## config.mk

```make
export PLATFORM = sky130hd
export DESIGN_NAME = speed_pid_with_feedback_capture
export DESIGN_NICKNAME = d
export VERILOG_FILES = /design/src/rtl/spwfc_pkg.sv /design/src/rtl/spwfc_err.sv /design/src/rtl/spwfc_mac.sv /design/src/rtl/speed_pid_with_feedback_capture.sv
export SDC_FILE = /design/constraint.sdc
export NUM_CORES = 2
export LEC_CHECK = 0
export BUFFER_PORTS_ARGS = -buffer_cell sky130_fd_sc_hd__buf_2
export CAP_MARGIN = 25
export CORE_MARGIN = 2
export CORE_UTILIZATION = 25
export DETAILED_ROUTE_END_ITERATION = 8
export PLACE_DENSITY_LB_ADDON = 0.25
export SKIP_CTS_REPAIR_TIMING = 1
export SLEW_MARGIN = 20
export SYNTH_ARGS = -nofsm -noshare
export SYNTH_HDL_FRONTEND = slang
export SYNTH_SLANG_ARGS = --single-unit
```

## constraint.sdc

```tcl
create_clock -name clk -period 11.7 [get_ports clk]
set_clock_uncertainty 0.15 [all_clocks]
set_input_delay 2.34 -clock clk [delete_from_list [all_inputs] [get_ports clk]]
set_output_delay 2.34 -clock clk [all_outputs]
set_load 0.02 [all_outputs]
```

## src/rtl/spwfc_pkg.sv

```systemverilog
// Package for the motor speed PID block: stage payload types, register
// indexes, feedback identifier window and register reset values.
// Used by every module in rtl/; depends on nothing.
`timescale 1ns / 1ps
`default_nettype none

package spwfc_pkg;

	localparam logic [10:0] FEEDBACK_ID_LOW  = 11'h201;
	localparam logic [10:0] FEEDBACK_ID_HIGH = 11'h208;

	localparam int CFG_INDEX_W = 3;
	localparam int CFG_DATA_W  = 16;

	typedef enum logic [CFG_INDEX_W-1:0] {
		REG_TARGET_SPEED      = 3'd0,
		REG_PROPORTIONAL_GAIN = 3'd1,
		REG_INTEGRAL_GAIN     = 3'd2,
		REG_DERIVATIVE_GAIN   = 3'd3,
		REG_INTEGRAL_LIMIT    = 3'd4,
		REG_OUTPUT_LIMIT      = 3'd5
	} cfg_reg_t;

	localparam logic [14:0] TARGET_SPEED_RESET      = 15'd500;
	localparam logic [15:0] PROPORTIONAL_GAIN_RESET = 16'd768;
	localparam logic [15:0] INTEGRAL_GAIN_RESET     = 16'd26;
	localparam logic [15:0] DERIVATIVE_GAIN_RESET   = 16'd0;
	localparam logic [14:0] INTEGRAL_LIMIT_RESET    = 15'd1000;
	localparam logic [14:0] OUTPUT_LIMIT_RESET      = 15'd10000;

	// Error terms of one tick, handed from the error stage to the multipliers.
	typedef struct packed {
		logic               online;
		logic signed [15:0] err;
		logic signed [15:0] sum;
		logic signed [16:0] diff;
	} err_terms_t;

	// Load strobes for the product and result registers.
	typedef struct packed {
		logic load_s3;
		logic load_out;
	} mac_ctrl_t;

endpackage

`default_nettype wire

```

## src/rtl/spwfc_err.sv

```systemverilog
// Error stage: holds the captured speed, online flag, integral and previous
// error, and forms the saturated error, clamped integral and derivative.
// Depends on spwfc_pkg.
`timescale 1ns / 1ps
`default_nettype none

module spwfc_err
	import spwfc_pkg::*;
(
	input  wire logic              clk,
	input  wire logic              arst_n,
	input  wire logic              step,
	input  wire logic              operation,
	input  wire logic [10:0]       frame_id,
	input  wire logic [7:0]        speed_high_byte,
	input  wire logic [7:0]        speed_low_byte,
	input  wire logic [14:0]       target_speed,
	input  wire logic [14:0]       integral_limit,
	output      logic              feedback_seen,
	output      err_terms_t        terms_s2
);

	logic signed [15:0] measured_speed_q;
	logic               feedback_seen_q;
	logic signed [15:0] error_sum_q;
	logic signed [15:0] previous_error_q;

	logic signed [16:0] raw_err;
	logic signed [15:0] err;
	logic signed [16:0] raw_sum;
	logic signed [16:0] lim17;
	logic signed [15:0] sum;
	logic signed [16:0] diff;
	logic               id_ok;

	assign id_ok = (frame_id >= FEEDBACK_ID_LOW) && (frame_id <= FEEDBACK_ID_HIGH);

	always_comb begin
		raw_err = $signed({{2{target_speed[14]}}, target_speed})
			- $signed({measured_speed_q[15], measured_speed_q});
		if (raw_err > 17'sd32767) begin
			err = 16'sh7FFF;
		end else if (raw_err < -17'sd32768) begin
			err = 16'sh8000;
		end else begin
			err = raw_err[15:0];
		end
		raw_sum = $signed({error_sum_q[15], error_sum_q}) + $signed({err[15], err});
		lim17   = $signed({2'b00, integral_limit});
		if (raw_sum > lim17) begin
			sum = lim17[15:0];
		end else if (raw_sum < -lim17) begin
			sum = 16'(-lim17);
		end else begin
			sum = raw_sum[15:0];
		end
		diff = $signed({err[15], err}) - $signed({previous_error_q[15], previous_error_q});
	end

	always_ff @(posedge clk or negedge arst_n) begin
		if (!arst_n) begin
			measured_speed_q <= '0;
			feedback_seen_q  <= 1'b0;
			error_sum_q      <= '0;
			previous_error_q <= '0;
		end else if (step) begin
			if (!operation) begin
				if (id_ok) begin
					measured_speed_q <= {speed_high_byte, speed_low_byte};
					feedback_seen_q  <= 1'b1;
				end
			end else if (feedback_seen_q) begin
				error_sum_q      <= sum;
				previous_error_q <= err;
			end
		end
	end

	always_ff @(posedge clk) begin
		if (step && operation) begin
			terms_s2.online <= feedback_seen_q;
			terms_s2.err    <= err;
			terms_s2.sum    <= sum;
			terms_s2.diff   <= diff;
		end
	end

	assign feedback_seen = feedback_seen_q;

endmodule

`default_nettype wire

```

## src/rtl/spwfc_mac.sv

```systemverilog
// Gain stage: registers the three gain products, then adds them, scales
// with truncation toward zero, clamps to the output limit; zero when offline.
// Depends on spwfc_pkg.
`timescale 1ns / 1ps
`default_nettype none

module spwfc_mac
	import spwfc_pkg::*;
#(
	parameter int GAIN_FRACTION_BITS = 8
) (
	input  wire logic               clk,
	input  wire mac_ctrl_t          ctrl,
	input  wire err_terms_t         terms_s2,
	input  wire logic signed [15:0] proportional_gain,
	input  wire logic signed [15:0] integral_gain,
	input  wire logic signed [15:0] derivative_gain,
	input  wire logic [14:0]        output_limit,
	output      logic signed [15:0] drive_current,
	output      logic               online
);

	localparam int ACC_W = 35;
	localparam logic signed [ACC_W-1:0] ROUND_BIAS =
		(ACC_W'(1) <<< GAIN_FRACTION_BITS) - ACC_W'(1);

	logic signed [31:0] p_prod;
	logic signed [31:0] i_prod;
	logic signed [32:0] d_prod;
	logic signed [31:0] p_s3;
	logic signed [31:0] i_s3;
	logic signed [32:0] d_s3;
	logic               online_s3;

	logic signed [ACC_W-1:0] acc;
	logic signed [ACC_W-1:0] biased;
	logic signed [ACC_W-1:0] scaled;
	logic signed [ACC_W-1:0] lim;
	logic signed [15:0]      clamped;

	assign p_prod = proportional_gain * terms_s2.err;
	assign i_prod = integral_gain * terms_s2.sum;
	assign d_prod = derivative_gain * terms_s2.diff;

	always_ff @(posedge clk) begin
		if (ctrl.load_s3) begin
			p_s3      <= p_prod;
			i_s3      <= i_prod;
			d_s3      <= d_prod;
			online_s3 <= terms_s2.online;
		end
	end

	always_comb begin
		acc    = ACC_W'(p_s3) + ACC_W'(i_s3) + ACC_W'(d_s3);
		biased = acc[ACC_W-1] ? acc + ROUND_BIAS : acc;
		scaled = biased >>> GAIN_FRACTION_BITS;
		lim    = $signed({{(ACC_W-15){1'b0}}, output_limit});
		if (scaled > lim) begin
			clamped = lim[15:0];
		end else if (scaled < -lim) begin
			clamped = 16'(-lim);
		end else begin
			clamped = scaled[15:0];
		end
	end

	always_ff @(posedge clk) begin
		if (ctrl.load_out) begin
			drive_current <= online_s3 ? clamped : 16'sd0;
			online        <= online_s3;
		end
	end

endmodule

`default_nettype wire

```

## src/rtl/speed_pid_with_feedback_capture.sv

```systemverilog
// Top level of the motor speed PID with feedback capture: ports, register
// file, input register and stage handshakes. Instantiates spwfc_err and
// spwfc_mac; depends on spwfc_pkg.
//
// Channel  Direction  Handshake              Payload
// in       sink       in_valid / in_ready    operation, frame_id, speed bytes
// out      source     out_valid / out_ready  drive_current, online
// cfg      sink       cfg_valid / cfg_ready  cfg_index, cfg_data
//
// One beat is accepted per cycle while in_ready is high. A tick passes the
// input register, error stage, product register and output register in turn.
// A feedback beat ends in the error stage and gives no result.
// Each stage moves on when the stage after it is empty or moving, so a stall
// at out_ready fills the pipeline before in_ready drops.
// Reset clears the valid bits and the controller state and loads the
// register defaults; cfg_ready is always high.
`timescale 1ns / 1ps
`default_nettype none

module speed_pid_with_feedback_capture
	import spwfc_pkg::*;
#(
	parameter int GAIN_FRACTION_BITS = 8
) (
	input  wire logic                   clk,
	input  wire logic                   arst_n,
	input  wire logic                   in_valid,
	output      logic                   in_ready,
	input  wire logic                   operation,
	input  wire logic [10:0]            frame_id,
	input  wire logic [7:0]             speed_high_byte,
	input  wire logic [7:0]             speed_low_byte,
	output      logic                   out_valid,
	input  wire logic                   out_ready,
	output      logic signed [15:0]     drive_current,
	output      logic                   online,
	input  wire logic                   cfg_valid,
	output      logic                   cfg_ready,
	input  wire logic [CFG_INDEX_W-1:0] cfg_index,
	input  wire logic [CFG_DATA_W-1:0]  cfg_data
);

	logic [14:0]        target_speed_q;
	logic signed [15:0] proportional_gain_q;
	logic signed [15:0] integral_gain_q;
	logic signed [15:0] derivative_gain_q;
	logic [14:0]        integral_limit_q;
	logic [14:0]        output_limit_q;

	logic        v_s1;
	logic        operation_s1;
	logic [10:0] frame_id_s1;
	logic [7:0]  speed_high_byte_s1;
	logic [7:0]  speed_low_byte_s1;
	logic        v_s2;
	logic        v_s3;
	logic        out_valid_q;

	logic       go1;
	logic       go2;
	logic       go3;
	logic       free2;
	logic       free3;
	logic       out_free;
	logic       feedback_seen;
	err_terms_t terms_s2;
	mac_ctrl_t  mac_ctrl;

	assign cfg_ready = 1'b1;

	always_ff @(posedge clk or negedge arst_n) begin
		if (!arst_n) begin
			target_speed_q      <= TARGET_SPEED_RESET;
			proportional_gain_q <= PROPORTIONAL_GAIN_RESET;
			integral_gain_q     <= INTEGRAL_GAIN_RESET;
			derivative_gain_q   <= DERIVATIVE_GAIN_RESET;
			integral_limit_q    <= INTEGRAL_LIMIT_RESET;
			output_limit_q      <= OUTPUT_LIMIT_RESET;
		end else if (cfg_valid) begin
			case (cfg_reg_t'(cfg_index))
				REG_TARGET_SPEED:      target_speed_q      <= cfg_data[14:0];
				REG_PROPORTIONAL_GAIN: proportional_gain_q <= cfg_data;
				REG_INTEGRAL_GAIN:     integral_gain_q     <= cfg_data;
				REG_DERIVATIVE_GAIN:   derivative_gain_q   <= cfg_data;
				REG_INTEGRAL_LIMIT:    integral_limit_q    <= cfg_data[14:0];
				REG_OUTPUT_LIMIT:      output_limit_q      <= cfg_data[14:0];
				default: begin
				end
			endcase
		end
	end

	assign out_free = !out_valid_q || out_ready;
	assign go3      = v_s3 && out_free;
	assign free3    = !v_s3 || go3;
	assign go2      = v_s2 && free3;
	assign free2    = !v_s2 || go2;
	assign go1      = v_s1 && (!operation_s1 || free2);
	assign in_ready = !v_s1 || go1;

	always_ff @(posedge clk or negedge arst_n) begin
		if (!arst_n) begin
			v_s1        <= 1'b0;
			v_s2        <= 1'b0;
			v_s3        <= 1'b0;
			out_valid_q <= 1'b0;
		end else begin
			if (in_ready) begin
				v_s1 <= in_valid;
			end
			if (free2) begin
				v_s2 <= go1 && operation_s1;
			end
			if (free3) begin
				v_s3 <= go2;
			end
			if (out_free) begin
				out_valid_q <= go3;
			end
		end
	end

	always_ff @(posedge clk) begin
		if (in_valid && in_ready) begin
			operation_s1       <= operation;
			frame_id_s1        <= frame_id;
			speed_high_byte_s1 <= speed_high_byte;
			speed_low_byte_s1  <= speed_low_byte;
		end
	end

	spwfc_err u_err (
		.clk             (clk),
		.arst_n          (arst_n),
		.step            (go1),
		.operation       (operation_s1),
		.frame_id        (frame_id_s1),
		.speed_high_byte (speed_high_byte_s1),
		.speed_low_byte  (speed_low_byte_s1),
		.target_speed    (target_speed_q),
		.integral_limit  (integral_limit_q),
		.feedback_seen   (feedback_seen),
		.terms_s2        (terms_s2)
	);

	assign mac_ctrl.load_s3  = go2;
	assign mac_ctrl.load_out = go3;

	spwfc_mac #(
		.GAIN_FRACTION_BITS (GAIN_FRACTION_BITS)
	) u_mac (
		.clk               (clk),
		.ctrl              (mac_ctrl),
		.terms_s2          (terms_s2),
		.proportional_gain (proportional_gain_q),
		.integral_gain     (integral_gain_q),
		.derivative_gain   (derivative_gain_q),
		.output_limit      (output_limit_q),
		.drive_current     (drive_current),
		.online            (online)
	);

	assign out_valid = out_valid_q;

`ifndef SYNTHESIS
	a_offline_zero: assert property (@(posedge clk) disable iff (!arst_n)
		out_valid && !online |-> drive_current == 16'sd0)
		else $error("offline result carries a nonzero drive current");

	a_online_sticky: assert property (@(posedge clk) disable iff (!arst_n)
		!$fell(feedback_seen))
		else $error("online flag dropped without reset");

	a_online_source: assert property (@(posedge clk) disable iff (!arst_n)
		$rose(feedback_seen) |-> $past(v_s1 && !operation_s1))
		else $error("online flag set without a feedback beat");

	a_tick_hold: assert property (@(posedge clk) disable iff (!arst_n)
		v_s1 && operation_s1 && v_s2 && !go2 |-> !in_ready)
		else $error("input taken while a tick is stuck in the input register");
`endif

endmodule

`default_nettype wire
```

==> impl_metrics.toml <==
[drt]
finalWirelength_um = 137000
drt-pass1-iter-count = 5
routed-via-count = 33900
post-route-drc-count = 0
avgViaCountPerCell = 4.41
post_drt_wl_per_cell_um = 17.9
remaining_number_of_nets_flagged_by_the_antenna_check_after_routing = 0
drt-initial-drc-count = 2102

[sta]
fmax_ghz = 0.109
final_setup_violation_count = 0
tns_ns = 0
maxSlewHeadroom_pct = 26.2
transition_at_the_pin_with_the_smallest_max_transition_slack_ns = 1.11
timing.final.ws_setup_ns = 2.54
worst_hold_slack_ns = 0.282
slew_viol_final = 0
rsz0062_at_grt = "no"
min_period_ns = 9.16
min_period_over_period_pct = 78.3
final_hold_viol_count = 0

[synth]
synth-async-reset-ratio_pct = 43.1
yosysTopAreaCellShare_pct = 33.9
netlist.top_cell.by_area = "sky130_fd_sc_hd__fa_1"
synthesis.area_mm2 = 0.0494
yosys.cell_types.count = 86
synth_area_per_cell_um2 = 9.87
post_synthesis_instance_total = 5000
ys_warn_count = 0
synth-seq-area-share_pct = 19.2
postSynthRegisterBits = 339
synthesized_nets = 6299
synth.cells.most_frequent = "sky130_fd_sc_hd__inv_1, sky130_fd_sc_hd__fa_1, sky130_fd_sc_hd__nand2_1"
synth_edf_count = 193
synth.top_cells.by_area = "sky130_fd_sc_hd__fa_1, sky130_fd_sc_hd__edfxtp_1, sky130_fd_sc_hd__ha_1"
dominantRegCellSynth = "sky130_fd_sc_hd__edfxtp_1"
yosysMostFrequentCell = "sky130_fd_sc_hd__inv_1"

[clock_tree]
ctsHtreeMaxLevel = 2
tritoncts.num_buffers = 40
clkSlewWorstSetupHoldPaths_ns = 0.07
cts_tree = "built"
clk-insertion-delay-late_ns = 0.60
root_buffer = "sky130_fd_sc_hd__clkbuf_16"
cts_max_path_buffers = 3
numClockSinks = 339

[floorplan]
floorplan.die_area_mm2 = 0.201
floorplan.io_pins = 72
start_util_pct = 25.1
core_area_mm2 = 0.197
chipWidth_um = 448
num_rows = 163
die_outline_height_um = 448

[critical_path]
worst-r2r-setup-slack_ns = 2.54
critical_path.endpoint_type = "flop"
crit_fanout = 16
crit_slowest_cell = "sky130_fd_sc_hd__a2111oi_2"
critPathMaxStageDelay_ns = 0.85
critical_path.most_common_cell = "sky130_fd_sc_hd__o21ai_0"
setup.worst_path.class = "flop to flop"
cp_data_arrival_time_ns = 9.50
worst_setup_path_start_kind = "flop"
worstPathRequired_ns = 12.04

[cells_and_area]
post_route_cells_drive_above_1_share_pct = 7.10
finalNetCount = 6306
finalNonFillerCells = 7686
layout-area-overhead-vs-synth_pct = 9.85
final.fill_count = 20800

[global_routing]
grt.overflow.total = 0
grt_first_pass_wirelength_um = 216000
initial_antenna_violation_count = 22
grt_usage_pct = 14.0
grt_pass1_vias = 35800
grt_max_degree = 77

[hold_path]
timing.hold.worst.class = "flop to flop"

[place]
numPlacedInstances = 7603
placement.setup.worst_slack_ns = 2.47
place.port_buffers = 70
place.gp.congestion = 0.860
dpl.hpwl_um = 111000

[run]
max-cap-violations = 0

[outcome]
status = "completed"
[metrics by stage]
stage                     cell area, um2  util, %
after CTS                          54200     27.5
after global routing               54200     27.6
after global placement             52800     26.8
after detailed placement           52800     26.9
after floorplan                    49400        -
final                              54200     27.6
[state kept, by name, summed over array words and instances, names as in the netlist, 8 cells and up]
register and cells:
proportional_gain_q 16, u_mac.drive_current 16, frame_id_s1 11, derivative_gain_q 16, u_err.terms_s2 50, u_mac.p_s3 32
u_err.error_sum_q 16, u_mac.i_s3 32, target_speed_q 15, u_mac.d_s3 33, u_err.previous_error_q 16, u_err.measured_speed_q 16
integral_limit_q 15, speed_low_byte_s1 8, speed_high_byte_s1 8, integral_gain_q 16, output_limit_q 15
[critical path, delay by kind of cell (launching register included)]
kind / cells / cell delay (ns)
multiplexers: 3 / 0.82
AO/OA/AOI/OAI: 18 / 4.13
buffers and inverters: 2 / 0.28
adder cells (fa/ha/maj): 5 / 1.47
XOR/XNOR: 1 / 0.30
AND/OR/NAND/NOR: 7 / 1.50
flip-flops: 1 / 0.39
[cell usage in the layout, fill, tap and decap left out, drive strengths merged, types with 17 or more instances in the layout]
| master | netlist | final |
|---|---|---|
| inv | 982 | 983 |
| fa | 837 | 837 |
| nand2 | 559 | 559 |
| ha | 410 | 410 |
| and2 | 348 | 348 |
| edfxtp | 193 | 193 |
| xnor2 | 155 | 155 |
| a21oi | 155 | 155 |
| o21ai | 133 | 133 |
| nor2 | 132 | 132 |
| dfrtp | 124 | 124 |
| buf | 10 | 120 |
| mux2 | 105 | 105 |
| nand2b | 77 | 77 |
| nor3 | 62 | 62 |
| a21o | 58 | 58 |
| nand3 | 51 | 51 |
| xor2 | 50 | 50 |
| clkbuf | 145 | 48 |
| o21a | 35 | 35 |
| o21bai | 35 | 35 |
| a211oi | 31 | 31 |
| nor2b | 30 | 30 |
| nand4 | 24 | 24 |
| dfstp | 22 | 22 |
| clkinv | 0 | 20 |
| and3 | 17 | 17 |
| or3 | 17 | 17 |
[cell families (layout without fill, tap and decap cells)]
kind of cell / Yosys count / count (layout) / share of synthesized area [%]
AO/OA/AOI/OAI: 583 / 583 / 7.77
buffers and inverters: 1137 / 1176 / 8.67
other: 1 / 8 / 0.00760
AND/OR/NAND/NOR: 1371 / 1371 / 13.8
adder cells (fa/ha/maj): 1247 / 1247 / 44.3
XOR/XNOR: 205 / 205 / 3.64
multiplexers: 117 / 117 / 2.64
flip-flops: 339 / 339 / 19.2
[cell type report]
class | count | area (um2) | area share (%)
multi-input cells | 3524 | 35700 | 65.8
flip-flops and latches | 339 | 9480 | 17.5
inverters | 982 | 3690 | 6.80
well taps | 2640 | 3300 | 6.09
clock buffers | 48 | 1040 | 1.92
repair buffers | 120 | 746 | 1.37
clock inverters | 26 | 282 | 0.519
diodes | 7 | 17.5 | 0.0323
[final timing paths]
check	cells past startpoint	to	startpoint
max reg2reg	36	u_err.error_sum_q[12]	u_err.measured_speed_q[0]
min	0	u_mac.online_s3	u_err.terms_s2[49]
min in group asynchronous	1	integral_limit_q[12]	arst_n
max	36	u_err.error_sum_q[12]	u_err.measured_speed_q[0]
min reg2reg	0	u_mac.online_s3	u_err.terms_s2[49]
max in group asynchronous	3	target_speed_q[2]	arst_n
[layer usage]
metal	vias up	routed length (um)	track usage, %
met1	17300	65700	20.4
met5	-	0	0
li1	15800	-	-
met4	0	1860	2.07
met2	719	62300	22.5
met3	93	7440	1.70
Power is not shown: default switching activity piles up to over one toggle a cycle in this logic, so the estimate is an artifact.
